===== config.mk =====
export PLATFORM = sky130hd
export DESIGN_NAME = pbi_integ
export DESIGN_NICKNAME = d
export VERILOG_FILES = /design/src/pbi_pkg.sv /design/src/pbi_integ.sv
export SDC_FILE = /design/constraint.sdc
export NUM_CORES = 1
export LEC_CHECK = 0
export BUFFER_PORTS_ARGS = -buffer_cell sky130_fd_sc_hd__buf_2
export CORE_MARGIN = 8
export CORE_UTILIZATION = 35
export DETAILED_ROUTE_END_ITERATION = 8
export PLACE_DENSITY_LB_ADDON = 0.25
export SETUP_SLACK_MARGIN = 0.1
export SYNTH_ARGS = -nofsm -noshare
export SYNTH_HDL_FRONTEND = slang
export SYNTH_SLANG_ARGS = --single-unit

===== constraint.sdc =====
create_clock -name vclk -period 24.1
set_input_delay 7.23 -clock vclk [all_inputs]
set_output_delay 7.23 -clock vclk [all_outputs]
set_load 0.01 [all_outputs]

===== src/pbi_pkg.sv =====
// Package for the bounded-integral PID core: field widths, register
// indexes and the structs passed between the core's modules.
// No dependencies.
package pbi_pkg;

    // Field widths fixed by the register map and the data path.
    localparam int GAIN_W   = 16;
    localparam int POS_W    = 24;
    localparam int ERR_W    = POS_W + 1;
    localparam int LIMIT_W  = 7;
    localparam int BAND_W   = 16;
    localparam int STEP_W   = 16;
    localparam int COUNT_W  = 8;
    localparam int INTEG_W  = 32;
    localparam int DRIVE_W  = 8;
    localparam int CFG_IDX_W  = 3;
    localparam int CFG_DATA_W = 24;

    // Register reset values.
    localparam logic [LIMIT_W-1:0] DRIVE_LIMIT_RST = 7'd100;
    localparam logic [STEP_W-1:0]  STEP_LIMIT_RST  = 16'd256;
    localparam logic [COUNT_W-1:0] SETTLE_STEPS_RST = 8'd10;

    // Configuration register indexes.
    typedef enum logic [CFG_IDX_W-1:0] {
        REG_PROP_GAIN    = 3'd0,
        REG_INTEG_GAIN   = 3'd1,
        REG_DERIV_GAIN   = 3'd2,
        REG_SETPOINT     = 3'd3,
        REG_DRIVE_LIMIT  = 3'd4,
        REG_SETTLE_BAND  = 3'd5,
        REG_STEP_LIMIT   = 3'd6,
        REG_SETTLE_STEPS = 3'd7
    } cfg_index_t;

    // Current register contents.
    typedef struct packed {
        logic signed [GAIN_W-1:0] prop_gain;
        logic signed [GAIN_W-1:0] integ_gain;
        logic signed [GAIN_W-1:0] deriv_gain;
        logic signed [POS_W-1:0]  setpoint;
        logic [LIMIT_W-1:0]       drive_limit;
        logic [BAND_W-1:0]        settle_band;
        logic [STEP_W-1:0]        integ_step_limit;
        logic [COUNT_W-1:0]       settle_steps;
    } cfg_t;

    // Result of the integral and band evaluation for one word.
    typedef struct packed {
        logic signed [INTEG_W-1:0] integ_sum;
        logic                      in_band;
    } integ_res_t;

endpackage


===== src/pbi_integ.sv =====
// Integral update and on-target band check of the PID core.
// Depends on pbi_pkg.
module pbi_integ
    import pbi_pkg::*;
(
    input  logic signed [ERR_W-1:0]   err,
    input  logic signed [INTEG_W-1:0] integ_sum,
    input  logic [BAND_W-1:0]         settle_band,
    input  logic [STEP_W-1:0]         integ_step_limit,
    output integ_res_t                res
);

    localparam int WIDE_W = INTEG_W + 2;

    logic signed [ERR_W-1:0]  band_pos;
    logic signed [ERR_W-1:0]  band_neg;
    logic                     above;
    logic                     below;
    logic                     in_band;
    logic signed [WIDE_W-1:0] errq;
    logic signed [WIDE_W-1:0] lim;
    logic signed [WIDE_W-1:0] sum_wide;
    logic signed [WIDE_W-1:0] base;
    logic signed [WIDE_W-1:0] incr;
    logic signed [WIDE_W-1:0] total;
    logic signed [WIDE_W-1:0] max_sum;
    logic signed [WIDE_W-1:0] min_sum;

    // Band edges in whole units and the error in Q.8.
    assign band_pos = {{(ERR_W-BAND_W){1'b0}}, settle_band};
    assign band_neg = -band_pos;
    assign above    = (err >= band_pos);
    assign below    = (err <= band_neg);
    assign errq     = {{(WIDE_W-ERR_W-8){err[ERR_W-1]}}, err, 8'b0};
    assign lim      = {{(WIDE_W-STEP_W){1'b0}}, integ_step_limit};
    assign sum_wide = {{(WIDE_W-INTEG_W){integ_sum[INTEG_W-1]}}, integ_sum};

    assign max_sum = {{(WIDE_W-INTEG_W+1){1'b0}}, {(INTEG_W-1){1'b1}}};
    assign min_sum = {{(WIDE_W-INTEG_W+1){1'b1}}, {(INTEG_W-1){1'b0}}};

    // On target when the error lies within the band.
    assign in_band = (err <= band_pos) && (err >= band_neg);

    // A sign flip drops the opposite-signed sum; step limited; zero inside the band.
    always_comb
    begin
        base = '0;
        incr = '0;
        if (above)
        begin
            base = sum_wide[WIDE_W-1] ? '0 : sum_wide;
            incr = (errq < lim) ? errq : lim;
        end
        else if (below)
        begin
            base = (sum_wide > 0) ? '0 : sum_wide;
            incr = (errq > -lim) ? errq : -lim;
        end
        total = base + incr;
    end

    // Saturate to the signed 32 bit range.
    always_comb
    begin
        res.in_band = in_band;
        if (total > max_sum)
        begin
            res.integ_sum = max_sum[INTEG_W-1:0];
        end
        else if (total < min_sum)
        begin
            res.integ_sum = min_sum[INTEG_W-1:0];
        end
        else
        begin
            res.integ_sum = total[INTEG_W-1:0];
        end
    end

endmodule


; ---- Word-level counts from Yosys, hierarchy flattened
; Cells that the tools add are included.
[classes]
addsub = 3
mul = 0
div_mod_pow = 0
magnitude_cmp = 9
n_eq_ne = 0
shifts = 0
muxes = 10
bitwise_logic = 0
n_reduce_logical = 1
[ops]
columns = op, count
row1 = $mux 34, 7
row2 = $mux 32, 2
row3 = $add 34x34->34, 1
row4 = $gt 33x34->1, 1
row5 = $gt 34x32->1 const B, 1
row6 = $lt 34x32->1 const B, 1
row7 = $neg 16->34, 1
row8 = $lt 33x17->1, 1
row9 = $gt 32x1->1 const B, 1
row10 = $mux 31, 1
row11 = $ge 25x17->1, 1
row12 = $ge 25x25->1, 1
row13 = $le 25x17->1, 1
row14 = $le 25x25->1, 1
row15 = $neg 16->25, 1
row16 = $logic_and 1x1->1, 1
[word_totals]
regBits = 0
latchBits = 0
ramBits = 0
rom_bits = 0
in_bits = 89
out_inout_bits = 33
n_memories = 0

; ---- Logic depth before layout (Yosys ltp)
[logic_depth]
depth_word = 9
depth_mapped = 33
depth_no_buf = 30

; ---- Worst setup path after synthesis
; OpenSTA, ideal clock, no wires.
[synth_path]
path_type = input-to-output
startpoint = input integ_step_limit[0]
endpoint = output res[14] (netlist bit)
arrival_ps = 14373
slack_ps = 2497
path_stages = 30
n_path_buf = 3
path_cell_list = inv_1 ha_1 or3b_1 or3_1 or3_1 clkbuf_1 nor3_1 xnor2_1 ha_1 nand4_1 or4_1 or3_1 a2111oi_4 nor2_1 or2_2 clkbuf_1 nor2_1 a21o_1 ha_1 a211o_1 o211ai_1 a211oi_1 or2_2 a41o_1 a31o_2 and4_1 a311oi_4 a21oi_2 buf_2 o21ai_0
[synth_rtl]
columns = item, line_no
row1 = from (decl), pbi_integ.sv:9  ; input logic [STEP_W-1:0] integ_step_limit,
row2 = to (decl), pbi_integ.sv:10  ; output integ_res_t res

==> qor.yml <==
layout:
  n_clock_buffer: 0
  syn2layout_area_growth_pct: 14.4
  seq_cells: 0
  instances_no_fill: 1059
  num_antenna_cells: 0
  fillCellCount: 1632
  nets: 1075
  register_area_um2: 0
  drive_gt1_share_pct: 16.3
logic_synthesis:
  ys_types: 68
  synth_top_cell_by_area: "ha_1"
  syn-num-nets: 971
  syn_inst: 769
  synth-seq-area-share_pct: 0
  synth_area_per_cell_um2: 7.00
  yosys.area.top_type_share_pct: 26.0
  yosys-top-cells-count: "112 x ha_1, 62 x a21oi_1, 60 x nor2_1, 48 x nand2_1, 41 x xnor2_1"
  synthTopCellsByArea: "ha_1 26%, xnor2_1 6.7%, a21oi_1 5.8%"
  ys_warn_count: 0
  synth.most_common_cell: "ha_1"
  netlist_area_mm2: 0.00538
outcome:
  status: "finished, final reports clean"
grt:
  grt_overflow_total: 0
  antenna_found_initial: 1
  grt_first_pass_wirelength_um: 28400
  grt.total_usage_pct: 17.1
  grt_start_max_net_pins: 26
  first_global_vias: 5698
setup_path:
  start_kind: "input port"
  critPathArrivalTime_ns: 15.82
  startpoint: "integ_step_limit[0]"
  criticalPathCategory: "in -> out"
  cpPeakStageDelay_ns: 0.75
  cp_max_fo: 25
  crit_path_end_kind: "output port"
  cp_slowest_cell: "a21oi_2"
  crit_required_ns: 16.87
sta:
  finalSetupViolations: 0
  slew_headroom_pct: 28.3
  worstMarginPinSlew_ns: 1.07
  fin_setup_tns_ns: 0
  finalHoldViolations: 0
  fin_ws_ns: 1.05
  fin_crit_sh_pct: 95.6
  rsz0062_at_grt: "false"
  finalMaxSlewViolations: 0
  period_minus_slack_ns: 23.05
  fmax_mhz: 43.4
die:
  initial_core_util_pct: 35.7
  die_area_mm2: 0.0196
  die-width_um: 140
  fp.dieH_um: 140
  core_mm2: 0.0151
  pin_count: 122
  rows: 45
hold_path:
  min_path_type: "in -> out"
  hold_start: "integ_sum[0]"
clock_tree:
  post_cts_buffers: 0
  cts_resized: 0
  ctsHoldBuffers: 0
routing:
  drt-pass1-iter-count: 6
  drc: 0
  post_drt_wl_per_cell_um: 16.6
  vias: 5835
  viasPerCell: 5.51
  wl_um: 17600
  antenna_left: 0
  drt_iter0_markers: 387
pwr:
  ir_drop_v: 0.0000126
  total_power_mw: 0.150
  p_leak_nw: 3.00
  power_density_mw_per_mm2: 24.4
flow_run:
  maxCapViolations: 0
place:
  placedCellCount: 1059
  hpwl_um: 15200
  place.gp.congestion: 0.904
  dpl_worst_slack_ns: 1.06
  io_buffers: 122
[stage by stage]
| stage | hold slack, ns | instance area [um2] | utilization [%] |
|---|---|---|---|
| after floorplan | 14.90 | 5380 | - |
| after global placement | 15.12 | 6150 | 40.8 |
| after detailed placement | 15.10 | 6150 | 40.8 |
| after CTS | 15.11 | 6150 | 40.8 |
| after global routing | 15.16 | 6150 | 40.8 |
| final | 15.11 | 6150 | 40.8 |
[cells by family (layout without fill, tap and decap cells)]
kind of cell               count (synthesis)  in the layout  share of synthesized area [%]
and+or+nand+nor                          291            291                           28.4
muxes                                     10             10                           1.86
xor gates and xnor gates                  56             56                           9.12
buffers and inverters                     66            168                           4.98
adders and majority gates                113            113                           26.4
AOI/OAI and AO/OA                        233            233                           29.2
[critical path: cells and delay by family]
family	cells	cell delay, ns
buf+inv	4	0.62
fa+ha+maj	3	0.74
simple gates	13	4.62
compound gates	9	2.61
[final timing paths]
path                   to  slack [ns]  cells after the start
setup / recovery  res[13]        1.05                     29
hold / removal     res[1]       15.11                      6
[layer usage]
layer | global-route usage, % | wire length [um] | vias up
li1 | - | - | 3082
met1 | 21.8 | 8030 | 2617
met2 | 31.8 | 8610 | 128
met3 | 1.56 | 799 | 6
met4 | 1.14 | 113 | 2
met5 | 0 | 12 | -
[report_power, final]
group          switching [mW]  leakage (nW)  internal, mW  total, mW
sequential                  0             0             0          0
clock                       0             0             0          0
combinational          0.0891          3.00        0.0612      0.150
total                  0.0891          3.00        0.0612      0.150
[cell usage in the layout (no fill, tap or decap), types with 11 or more instances in the layout]
cell type  Yosys  final
buf_2          4    122
ha_1         112    112
a21oi_1       62     62
nor2_1        60     60
nand2_1       48     48
xnor2_1       41     41
inv_1         40     40
and2_1        40     40
o21ai_0       39     39
a21o_1        33     33
nand3_1       30     30
nor3_1        26     26
nand4_1       19     19
o21a_1        15     15
xor2_1        15     15
nor4_1        13     13
nor2b_1       13     13
a211oi_1      11     11
[cell type report]
| class | count | area [um2] | share of cell area (%) |
|---|---|---|---|
| repair buffers | 128 | 656 | 10.7 |
| inverters | 40 | 150 | 2.44 |
| multi-input cells | 703 | 5110 | 83.1 |
| well taps | 188 | 235 | 3.82 |
Power figures use the tool's default switching activity.
