`src/pbi_pkg.sv`:
```
// Package for the bounded-integral PID core: field widths, register
// indexes and the structs passed between the core's modules.
// No dependencies.
package pbi_pkg;

    // Field widths fixed by the register map and the data path.
    localparam int GAIN_W   = 16;
    localparam int POS_W    = 24;
    localparam int ERR_W    = POS_W + 1;
    localparam int LIMIT_W  = 7;
    localparam int BAND_W   = 16;
    localparam int STEP_W   = 16;
    localparam int COUNT_W  = 8;
    localparam int INTEG_W  = 32;
    localparam int DRIVE_W  = 8;
    localparam int CFG_IDX_W  = 3;
    localparam int CFG_DATA_W = 24;

    // Register reset values.
    localparam logic [LIMIT_W-1:0] DRIVE_LIMIT_RST = 7'd100;
    localparam logic [STEP_W-1:0]  STEP_LIMIT_RST  = 16'd256;
    localparam logic [COUNT_W-1:0] SETTLE_STEPS_RST = 8'd10;

    // Configuration register indexes.
    typedef enum logic [CFG_IDX_W-1:0] {
        REG_PROP_GAIN    = 3'd0,
        REG_INTEG_GAIN   = 3'd1,
        REG_DERIV_GAIN   = 3'd2,
        REG_SETPOINT     = 3'd3,
        REG_DRIVE_LIMIT  = 3'd4,
        REG_SETTLE_BAND  = 3'd5,
        REG_STEP_LIMIT   = 3'd6,
        REG_SETTLE_STEPS = 3'd7
    } cfg_index_t;

    // Current register contents.
    typedef struct packed {
        logic signed [GAIN_W-1:0] prop_gain;
        logic signed [GAIN_W-1:0] integ_gain;
        logic signed [GAIN_W-1:0] deriv_gain;
        logic signed [POS_W-1:0]  setpoint;
        logic [LIMIT_W-1:0]       drive_limit;
        logic [BAND_W-1:0]        settle_band;
        logic [STEP_W-1:0]        integ_step_limit;
        logic [COUNT_W-1:0]       settle_steps;
    } cfg_t;

    // Result of the integral and band evaluation for one word.
    typedef struct packed {
        logic signed [INTEG_W-1:0] integ_sum;
        logic                      in_band;
    } integ_res_t;

endpackage

```
`src/pbi_cfg_regs.sv`:
```
// Configuration register file of the bounded-integral PID core.
// Depends on pbi_pkg.
module pbi_cfg_regs
    import pbi_pkg::*;
(
    input  logic                  clk,
    input  logic                  rst_n,
    input  logic                  cfg_valid,
    output logic                  cfg_ready,
    input  logic [CFG_IDX_W-1:0]  cfg_index,
    input  logic [CFG_DATA_W-1:0] cfg_data,
    output cfg_t                  cfg
);

    cfg_t cfg_reg;
    cfg_t cfg_next;

    // Writes are taken in any cycle.
    assign cfg_ready = 1'b1;
    assign cfg = cfg_reg;

    // Register decode.
    always_comb
    begin
        cfg_next = cfg_reg;
        if (cfg_valid)
        begin
            unique case (cfg_index_t'(cfg_index))
                REG_PROP_GAIN:    cfg_next.prop_gain        = cfg_data[GAIN_W-1:0];
                REG_INTEG_GAIN:   cfg_next.integ_gain       = cfg_data[GAIN_W-1:0];
                REG_DERIV_GAIN:   cfg_next.deriv_gain       = cfg_data[GAIN_W-1:0];
                REG_SETPOINT:     cfg_next.setpoint         = cfg_data[POS_W-1:0];
                REG_DRIVE_LIMIT:  cfg_next.drive_limit      = cfg_data[LIMIT_W-1:0];
                REG_SETTLE_BAND:  cfg_next.settle_band      = cfg_data[BAND_W-1:0];
                REG_STEP_LIMIT:   cfg_next.integ_step_limit = cfg_data[STEP_W-1:0];
                REG_SETTLE_STEPS: cfg_next.settle_steps     = cfg_data[COUNT_W-1:0];
                default: ;
            endcase
        end
    end

    always_ff @(posedge clk or negedge rst_n)
    begin
        if (!rst_n)
        begin
            cfg_reg.prop_gain        <= '0;
            cfg_reg.integ_gain       <= '0;
            cfg_reg.deriv_gain       <= '0;
            cfg_reg.setpoint         <= '0;
            cfg_reg.drive_limit      <= DRIVE_LIMIT_RST;
            cfg_reg.settle_band      <= '0;
            cfg_reg.integ_step_limit <= STEP_LIMIT_RST;
            cfg_reg.settle_steps     <= SETTLE_STEPS_RST;
        end
        else
        begin
            cfg_reg <= cfg_next;
        end
    end

endmodule

```
`config.mk`:
```
export PLATFORM = sky130hd
export DESIGN_NAME = pbi_cfg_regs
export DESIGN_NICKNAME = d
export VERILOG_FILES = /design/src/pbi_pkg.sv /design/src/pbi_cfg_regs.sv
export SDC_FILE = /design/constraint.sdc
export NUM_CORES = 1
export LEC_CHECK = 0
export ABC_AREA = 1
export BUFFER_PORTS_ARGS = -buffer_cell sky130_fd_sc_hd__buf_4
export CAP_MARGIN = 20
export CORE_MARGIN = 1
export CORE_UTILIZATION = 54
export DETAILED_ROUTE_END_ITERATION = 6
export PLACE_DENSITY = 0.84
export SLEW_MARGIN = 20
export SYNTH_ARGS = -nofsm -noshare
export SYNTH_HDL_FRONTEND = slang
export SYNTH_SLANG_ARGS = --single-unit
```
`constraint.sdc`:
```
create_clock -name clk -period 1.2 [get_ports clk]
set_input_delay 0.18 -clock clk [delete_from_list [all_inputs] [get_ports clk]]
set_output_delay 0.18 -clock clk [all_outputs]
set_load 0.01 [all_outputs]
```
# == Word level (Yosys, flattened, before mapping) ==
# Cells that the tools add are included.
# word_totals
reg_bits,119
inputBits,30
output_inout_bits,120
word_cells,24
# classes
eq_ne,7
n_reduce_logical,9
# op_table
cell,count
2-bit AND reduction,8
3-bit == test (second input constant),4
3-bit by 2-bit == test with 1-bit output (second input constant),2
3-bit by 1-bit == test with 1-bit output (second input constant),1
3-bit logical NOT,1

# == Longest topological paths before layout ==
# Gate-level depths: netlist of the first run.
# logic_depth
word_depth,2
mapped_depth,7
depth_no_buf,5

# == Least setup slack after synthesis of the first run ==
# No wires, ideal clock.
# synth_path
path_kind,input port to flip-flop
start,input port cfg_index[2]
end,register cfg_reg (netlist bit cfg[29])
setup_time_ns,0.117
arrival_time_ns,0.838
required_ns,1.083
setup_slack_ns,0.246
path_stages,7
path_buffers,2
cell_sequence,nand2_2 > inv_1 > buf_4 > nand2_2 > buf_2 > nand2_1 > nand2_1
# synth_between
elab_chain_len,2
# synth_rtl
element,line,text
"start, declared",pbi_cfg_regs.sv:10,"input logic [CFG_IDX_W-1:0] cfg_index,"
3-bit == test,pbi_cfg_regs.sv:28,unique case (cfg_index_t'(cfg_index))
2-bit AND reduction (no line),--,
"end signal, assigned",pbi_cfg_regs.sv:57,cfg_reg <= cfg_next;
"end, declared",pbi_cfg_regs.sv:15,cfg_t cfg_reg;
# No other way between the ends.
# A chain may end at the register's enable or synchronous reset.

# == Final worst setup path of the first run ==
# layout_path
start,register cfg_reg (netlist bit cfg[42])
end,output port cfg[42] (netlist name)
# layout_lines
element,line,text
"end, declared",pbi_cfg_regs.sv:12,output cfg_t cfg
# No word-level cell between the ends.

==> qor.json, run 1 <==
{
  "status": "finished, violations left",
  "violated_checks": "design-rule violations, negative setup slack",
  "fin_nets": 829,
  "tritoncts_clock_tree": "built",
  "io-pin-count": 150,
  "gp_congestion": 0.880,
  "numCtsBuffers": 17,
  "timing.critical_path.arrival_ns": 1.20,
  "timing.critical_path.max_delay_family": "flip-flops",
  "critical_path_buf_inv_count": 1,
  "finalWorstPathRequiredPeriod_ns": 1.38,
  "synth_cells": 533,
  "number_of_max_slew_violations_in_the_final_report": 0,
  "portBuffers": 148,
  "final.setup_skew_ns": 0,
  "period_share_pct": 115,
  "unrepaired_setup_endpoints_after_global_routing": "true",
  "first_pass_iters": 7,
  "cp_slowest_stage_delay_ns": 0.57,
  "place.detailed.hpwl_um": 9170,
  "die_area_sq_um": 9060,
  "first_global_vias": 5386,
  "tritoncts_num_sinks": 119,
  "htreeDepth": 4,
  "syn_nets": 563,
  "via_count": 5820,
  "final.setup.tns_ns": -5.39,
  "timing.max_cap.violations": 0,
  "via_per_inst": 6.35,
  "placeableCoreArea_sq_um": 8300,
  "cpMaxStageDelayCell": "sky130_fd_sc_hd__dfstp_2",
  "synth_cell_types": 15,
  "layout.cells.most_common": "sky130_fd_sc_hd__nand2_1",
  "cp-start-kind": "register",
  "final_critical_path_setup_slack_ns": -0.183,
  "synth_sequential_area_ratio_pct": 63.7,
  "setup-violations-final": 119,
  "cts_root_buf": "sky130_fd_sc_hd__clkbuf_8",
  "row_count": 33,
  "post_route_cells_drive_above_1_share_pct": 37.1,
  "clock.fmax_mhz": 723,
  "die_height_um": 95.2,
  "largest_register_ff_count": 119,
  "cp.required_ns": 1.02,
  "synth-seq-cells": 119,
  "path_class": "register to primary output",
  "horizontal_extent_of_the_die_um": 95.2,
  "syn_area_per_cell_sq_um": 8.79,
  "clock_latency_ns": 0.53,
  "globalRoute.totalOverflow": 0,
  "drt-initial-drc-count": 889,
  "detail-route-antenna-nets": 0,
  "max-vdd-ir-drop_uv": 1310,
  "total_track_usage_pct": 44.2,
  "synthesis.area_sq_um": 4690,
  "p_leak_nw": 4.31,
  "critPathCaptureType": "primary output",
  "drt_drc_violations_left": 48,
  "start_util_pct": 56.5,
  "grt_start_max_net_pins": 43,
  "power_density_nw_per_um2": 1920,
  "report.final.hold_viol_count": 0,
  "num_antenna_cells": 0,
  "flow.area_growth_from_synthesis_pct": 67.9,
  "total_routed_wirelength_um": 23600,
  "crit_fanout": 2,
  "cts_buffer_depth": 2,
  "cts.clk_slew.worst_paths_ns": 0.06,
  "layout.cells.most_common_list": "sky130_fd_sc_hd__nand2_1 (310), sky130_fd_sc_hd__buf_4 (128), sky130_fd_sc_hd__buf_6 (119)",
  "type_of_the_most_critical_hold_path": "primary input to asynchronous set/reset pin",
  "place_ws_ns": 0.0617,
  "avgRoutedWirePerCell_um": 25.8,
  "antenna_found_initial": 0,
  "yosysWarnings": 0,
  "grt_first_pass_wirelength_um": 28700,
  "cp_cell_sequence": "buf_6"
}
-- area by class of cell --
cell class,count,area (sq um)
clock inverter,11,125
timing repair buffer,276,2620
tap,105,131
multi-input combinational,379,1540
inverter,6,22.5
sequential,119,2990
fill,231,432
clock buffer,20,445
-- power by group --
part	total, W	switching [W]	internal, W
Combinational	0.00450	0.00208	0.00242
Sequential	0.00553	0.000733	0.00480
Clock	0.00510	0.00204	0.00306
Total	0.0151	0.00485	0.0103
-- what timing repair did --
action	4_1_cts	5_1_grt
hold buffers	26	0
hold endpoints to repair	210	0
setup endpoints to repair	119	119
resized for setup	119	0
setup buffers	42	38
-- worst reg2reg max path: stages, from the launching register on --
cell and delay, ns:
sky130_fd_sc_hd__dfrtp_1 0.40, sky130_fd_sc_hd__buf_4 0.14, sky130_fd_sc_hd__buf_4 0.14, sky130_fd_sc_hd__nand2_1 0.11, sky130_fd_sc_hd__nand2_1 0.08
-- cells in the mapped netlist --
master / instances / area share [%]
sky130_fd_sc_hd__buf_2: 17 / 1.8
sky130_fd_sc_hd__buf_4: 2 / 0.32
sky130_fd_sc_hd__inv_2: 3 / 0.24
sky130_fd_sc_hd__inv_1: 3 / 0.24
sky130_fd_sc_hd__dfstp_2: 6 / 3.4
sky130_fd_sc_hd__nand2_1: 310 / 25
sky130_fd_sc_hd__nor2_2: 4 / 0.53
sky130_fd_sc_hd__clkbuf_2: 4 / 0.43
sky130_fd_sc_hd__nor2_4: 3 / 0.72
sky130_fd_sc_hd__conb_1: 1 / 0.080
sky130_fd_sc_hd__nor2_1: 1 / 0.080
sky130_fd_sc_hd__clkbuf_1: 6 / 0.48
sky130_fd_sc_hd__dfrtp_1: 113 / 60
sky130_fd_sc_hd__nand3_1: 55 / 5.9
sky130_fd_sc_hd__nand2_2: 5 / 0.67
-- layer usage --
metal	up-vias	GRT usage, %	wire length [um]
met5	-	0	0
met4	0	30.7	2390
met3	264	13.7	3160
met2	713	70.3	10800
met1	2669	50.9	7300
li1	2174	-	-
-- cell families (layout without fill, tap and decap cells) --
kind of cell	count (synthesis)	in the layout	share of synthesized area, %
other	1	1	0.0800
flip-flops	119	119	63.7
AND/OR/NAND/NOR	378	378	32.7
buffers and inverters	35	313	3.52
-- metrics by stage --
| stage | total power [W] | hold WS (ns) | instances | util [%] | area [sq um] |
|---|---|---|---|---|---|
| CTS | 0.0140 | 0.00797 | 878 | 91.4 | 7580 |
| global placement | 0.00793 | 0.0609 | 779 | 72.2 | 5990 |
| finish | 0.0151 | 0.0706 | 916 | 94.8 | 7870 |
| global route | 0.0154 | 0.0754 | 916 | 94.8 | 7870 |
| floorplan | 0.00634 | -0.116 | 533 | - | 4690 |
| detailed placement | 0.00806 | 0.0682 | 779 | 72.2 | 5990 |
-- path summary, 6_finish.rpt --
check	start	end	slack (ns)	cells after the start
min in group clk	cfg_index[2]	cfg[74]	0.09	4
setup reg to reg	cfg[99]	cfg[99]	0.22	4
max in group asynchronous	rst_n	cfg[31]	0.54	3
hold / removal	rst_n	cfg[10]	0.07	2
setup / recovery	cfg[42]	cfg[42]	-0.18	1
hold reg to reg	cfg[47]	cfg[47]	0.51	2
No activity file was read; power rests on OpenSTA's default activity.
==> inputs of run 2 (changes only) <==
--- a/config.mk
+++ b/config.mk
@@ -17,2 +17,3 @@
 export SYNTH_HDL_FRONTEND = slang
 export SYNTH_SLANG_ARGS = --single-unit
+export TNS_END_PERCENT = 30
==> constraint.sdc (replaced) <==
create_clock -name clk -period 1.2 [get_ports clk]
set_input_delay 0.24 -clock clk [delete_from_list [all_inputs] [get_ports clk]]
set_output_delay 0.24 -clock clk [all_outputs]
set_load 0.01 [all_outputs]
==> run 2 against run 1 <==
Via count down 12%. Total power down 3.4%. Largest power group unchanged. Combinational power down 16%. Worst setup slack worse by 0.073 ns. The run ends with negative setup slack left.
==> qor.json, run 2 (same netlist as run 1, synthesis figures left out) <==
{
  "violated_checks": "negative setup slack",
  "first_pass_iters": 6,
  "timing.critical_path.arrival_ns": 1.22,
  "internal_power_w": 0.0101,
  "drt-initial-drc-count": 576,
  "timing.max_cap.violations": 0,
  "antenna_found_initial": 0,
  "start_util_pct": 56.5,
  "number_of_max_slew_violations_in_the_final_report": 0,
  "final_critical_path_setup_slack_ns": -0.257,
  "portBuffers": 148,
  "area.sequential_sq_um": 2990,
  "total_track_usage_pct": 43.0,
  "multiInputGateArea_sq_um": 1540,
  "num_antenna_cells": 0,
  "flow.area_growth_from_synthesis_pct": 60.3,
  "type_of_the_most_critical_hold_path": "primary input to register",
  "power_density_nw_per_um2": 1950,
  "critical_path_buf_inv_count": 1,
  "via_per_inst": 5.93,
  "placed_cells": 782,
  "cpMaxStageDelayCell": "sky130_fd_sc_hd__dfstp_2",
  "numCtsBuffers": 17,
  "unrepaired_setup_endpoints_after_global_routing": "true",
  "clock.fmax_mhz": 687,
  "avgRoutedWirePerCell_um": 22.0,
  "post_route_cells_drive_above_1_share_pct": 33.8,
  "detail-route-antenna-nets": 0,
  "gp_congestion": 0.867,
  "power_switching_w": 0.00447,
  "io-pin-count": 150,
  "row_count": 33,
  "total_routed_wirelength_um": 19000,
  "cts_root_buf": "sky130_fd_sc_hd__clkbuf_8",
  "cp_cell_sequence": "buf_6",
  "clock_latency_ns": 0.54,
  "netSwitchingFraction_pct": 30.6,
  "die_area_sq_um": 9060,
  "power.share.clock_pct": 36.6,
  "place.detailed.hpwl_um": 9700,
  "globalRoute.totalOverflow": 0,
  "period_share_pct": 121,
  "setup-violations-final": 119,
  "status": "finished, violations left",
  "grt_first_pass_wirelength_um": 28000,
  "via_count": 5121,
  "first_global_vias": 5217,
  "tritoncts_clock_tree": "built",
  "number_of_cells_in_the_finished_layout_apart_from_fillers": 863,
  "timing.critical_path.max_delay_family": "flip-flops",
  "seq_power_share_pct": 37.6,
  "comb_power_share_pct": 25.8,
  "tritoncts_num_sinks": 119,
  "cp_slowest_stage_delay_ns": 0.56,
  "layout.cells.most_common": "sky130_fd_sc_hd__nand2_1",
  "cts.clk_slew.worst_paths_ns": 0.07,
  "cts_buffer_depth": 2,
  "grt_start_max_net_pins": 32,
  "drt_drc_violations_left": 0,
  "die_height_um": 95.2,
  "final.setup.tns_ns": -13.81,
  "htreeDepth": 4,
  "fin_nets": 775,
  "max-vdd-ir-drop_uv": 1260,
  "final.setup_skew_ns": 0,
  "finalInstanceArea_sq_um": 7510,
  "p_leak_nw": 4.08,
  "layout.cells.most_common_list": "sky130_fd_sc_hd__nand2_1 (310), sky130_fd_sc_hd__buf_6 (119), sky130_fd_sc_hd__dfrtp_1 (113)",
  "placeableCoreArea_sq_um": 8300,
  "path_class": "register to primary output",
  "final.fill_count": 311,
  "crit_fanout": 2,
  "report.final.hold_viol_count": 0,
  "critPathCaptureType": "primary output",
  "place_area_sq_um": 6040,
  "cp.required_ns": 0.96,
  "horizontal_extent_of_the_die_um": 95.2,
  "cp-start-kind": "register",
  "largest_register_ff_count": 119,
  "finalWorstPathRequiredPeriod_ns": 1.46
}
## run 2: changes by cell type in the layout (fill, tap and decap cells not counted), sizes merged
cell,before,now
inv,7,8
bufinv,2,3
dlygate4sd3,26,19
buf,250,203
clkinv,3,5
clkbuf,20,19
clkinvlp,5,3
## run 2: final timing paths
| kind | slack, ns | cells past startpoint | start | endpoint |
|---|---|---|---|---|
| max in group asynchronous | 0.45 | 3 | rst_n | cfg[1] |
| min in group asynchronous | 0.18 | 2 | rst_n | cfg[13] |
| hold reg to reg | 0.48 | 2 | cfg[1] | cfg[1] |
| setup reg to reg | 0.26 | 4 | cfg[115] | cfg[115] |
| setup / recovery | -0.26 | 1 | cfg[3] | cfg[3] |
| hold / removal | 0.02 | 3 | cfg_data[2] | cfg[42] |
## run 2: cell type report
cell class | count | area share (%)
Multi-Input combinational cell | 379 | 20.5
Clock buffer | 19 | 5.88
Sequential cell | 119 | 39.7
Inverter | 6 | 0.300
Tap cell | 105 | 1.75
Timing Repair Buffer | 222 | 29.6
Clock inverter | 13 | 2.27
## run 2: worst register-to-register path, cell delays in order, from the launching register on
cell and delay, ns:
sky130_fd_sc_hd__dfrtp_1 0.40, sky130_fd_sc_hd__buf_4 0.15, sky130_fd_sc_hd__buf_4 0.12, sky130_fd_sc_hd__nand2_1 0.06, sky130_fd_sc_hd__nand2_1 0.08
## run 2: power by group through the flow
stage / registers, W / logic (W) / clock network [W]
floorplan: 0.00561 / 0.000727 / 0
global placement: 0.00529 / 0.00267 / 0
detailed placement: 0.00532 / 0.00279 / 0
CTS: 0.00541 / 0.00349 / 0.00521
global route: 0.00553 / 0.00401 / 0.00551
finish: 0.00549 / 0.00377 / 0.00535
## run 2: per-layer routing
layer	share of wire (%)	global-route usage, %	wire (um)	vias up
met5	0	0	0	-
met4	6.6	31.2	1260	0
met3	10	9.97	1960	130
met2	49	70.2	9380	457
met1	34	49.7	6360	2468
li1	-	-	-	2066
## run 2: what timing repair did
item                                   in CTS  in global routing
endpoints found under the hold margin      54                  0
setup buffers                              18                 12
pin swaps                                   0                  0
gates resized for setup                   119                  0
setup endpoints to repair                 119                119
hold buffers                               19                  0
## run 2: metrics by stage
step	hold WS [ns]	setup slack, ns	utilization [%]	power [W]
2_1_floorplan	-0.0556	0.186	-	0.00634
3_3_place_gp	0.208	0.0664	72.7	0.00795
3_5_place_dp	0.217	0.0104	72.7	0.00811
4_1_cts	0.00313	-0.225	89.4	0.0141
5_1_grt	0.0163	-0.264	90.5	0.0151
6_report	0.0169	-0.257	90.5	0.0146
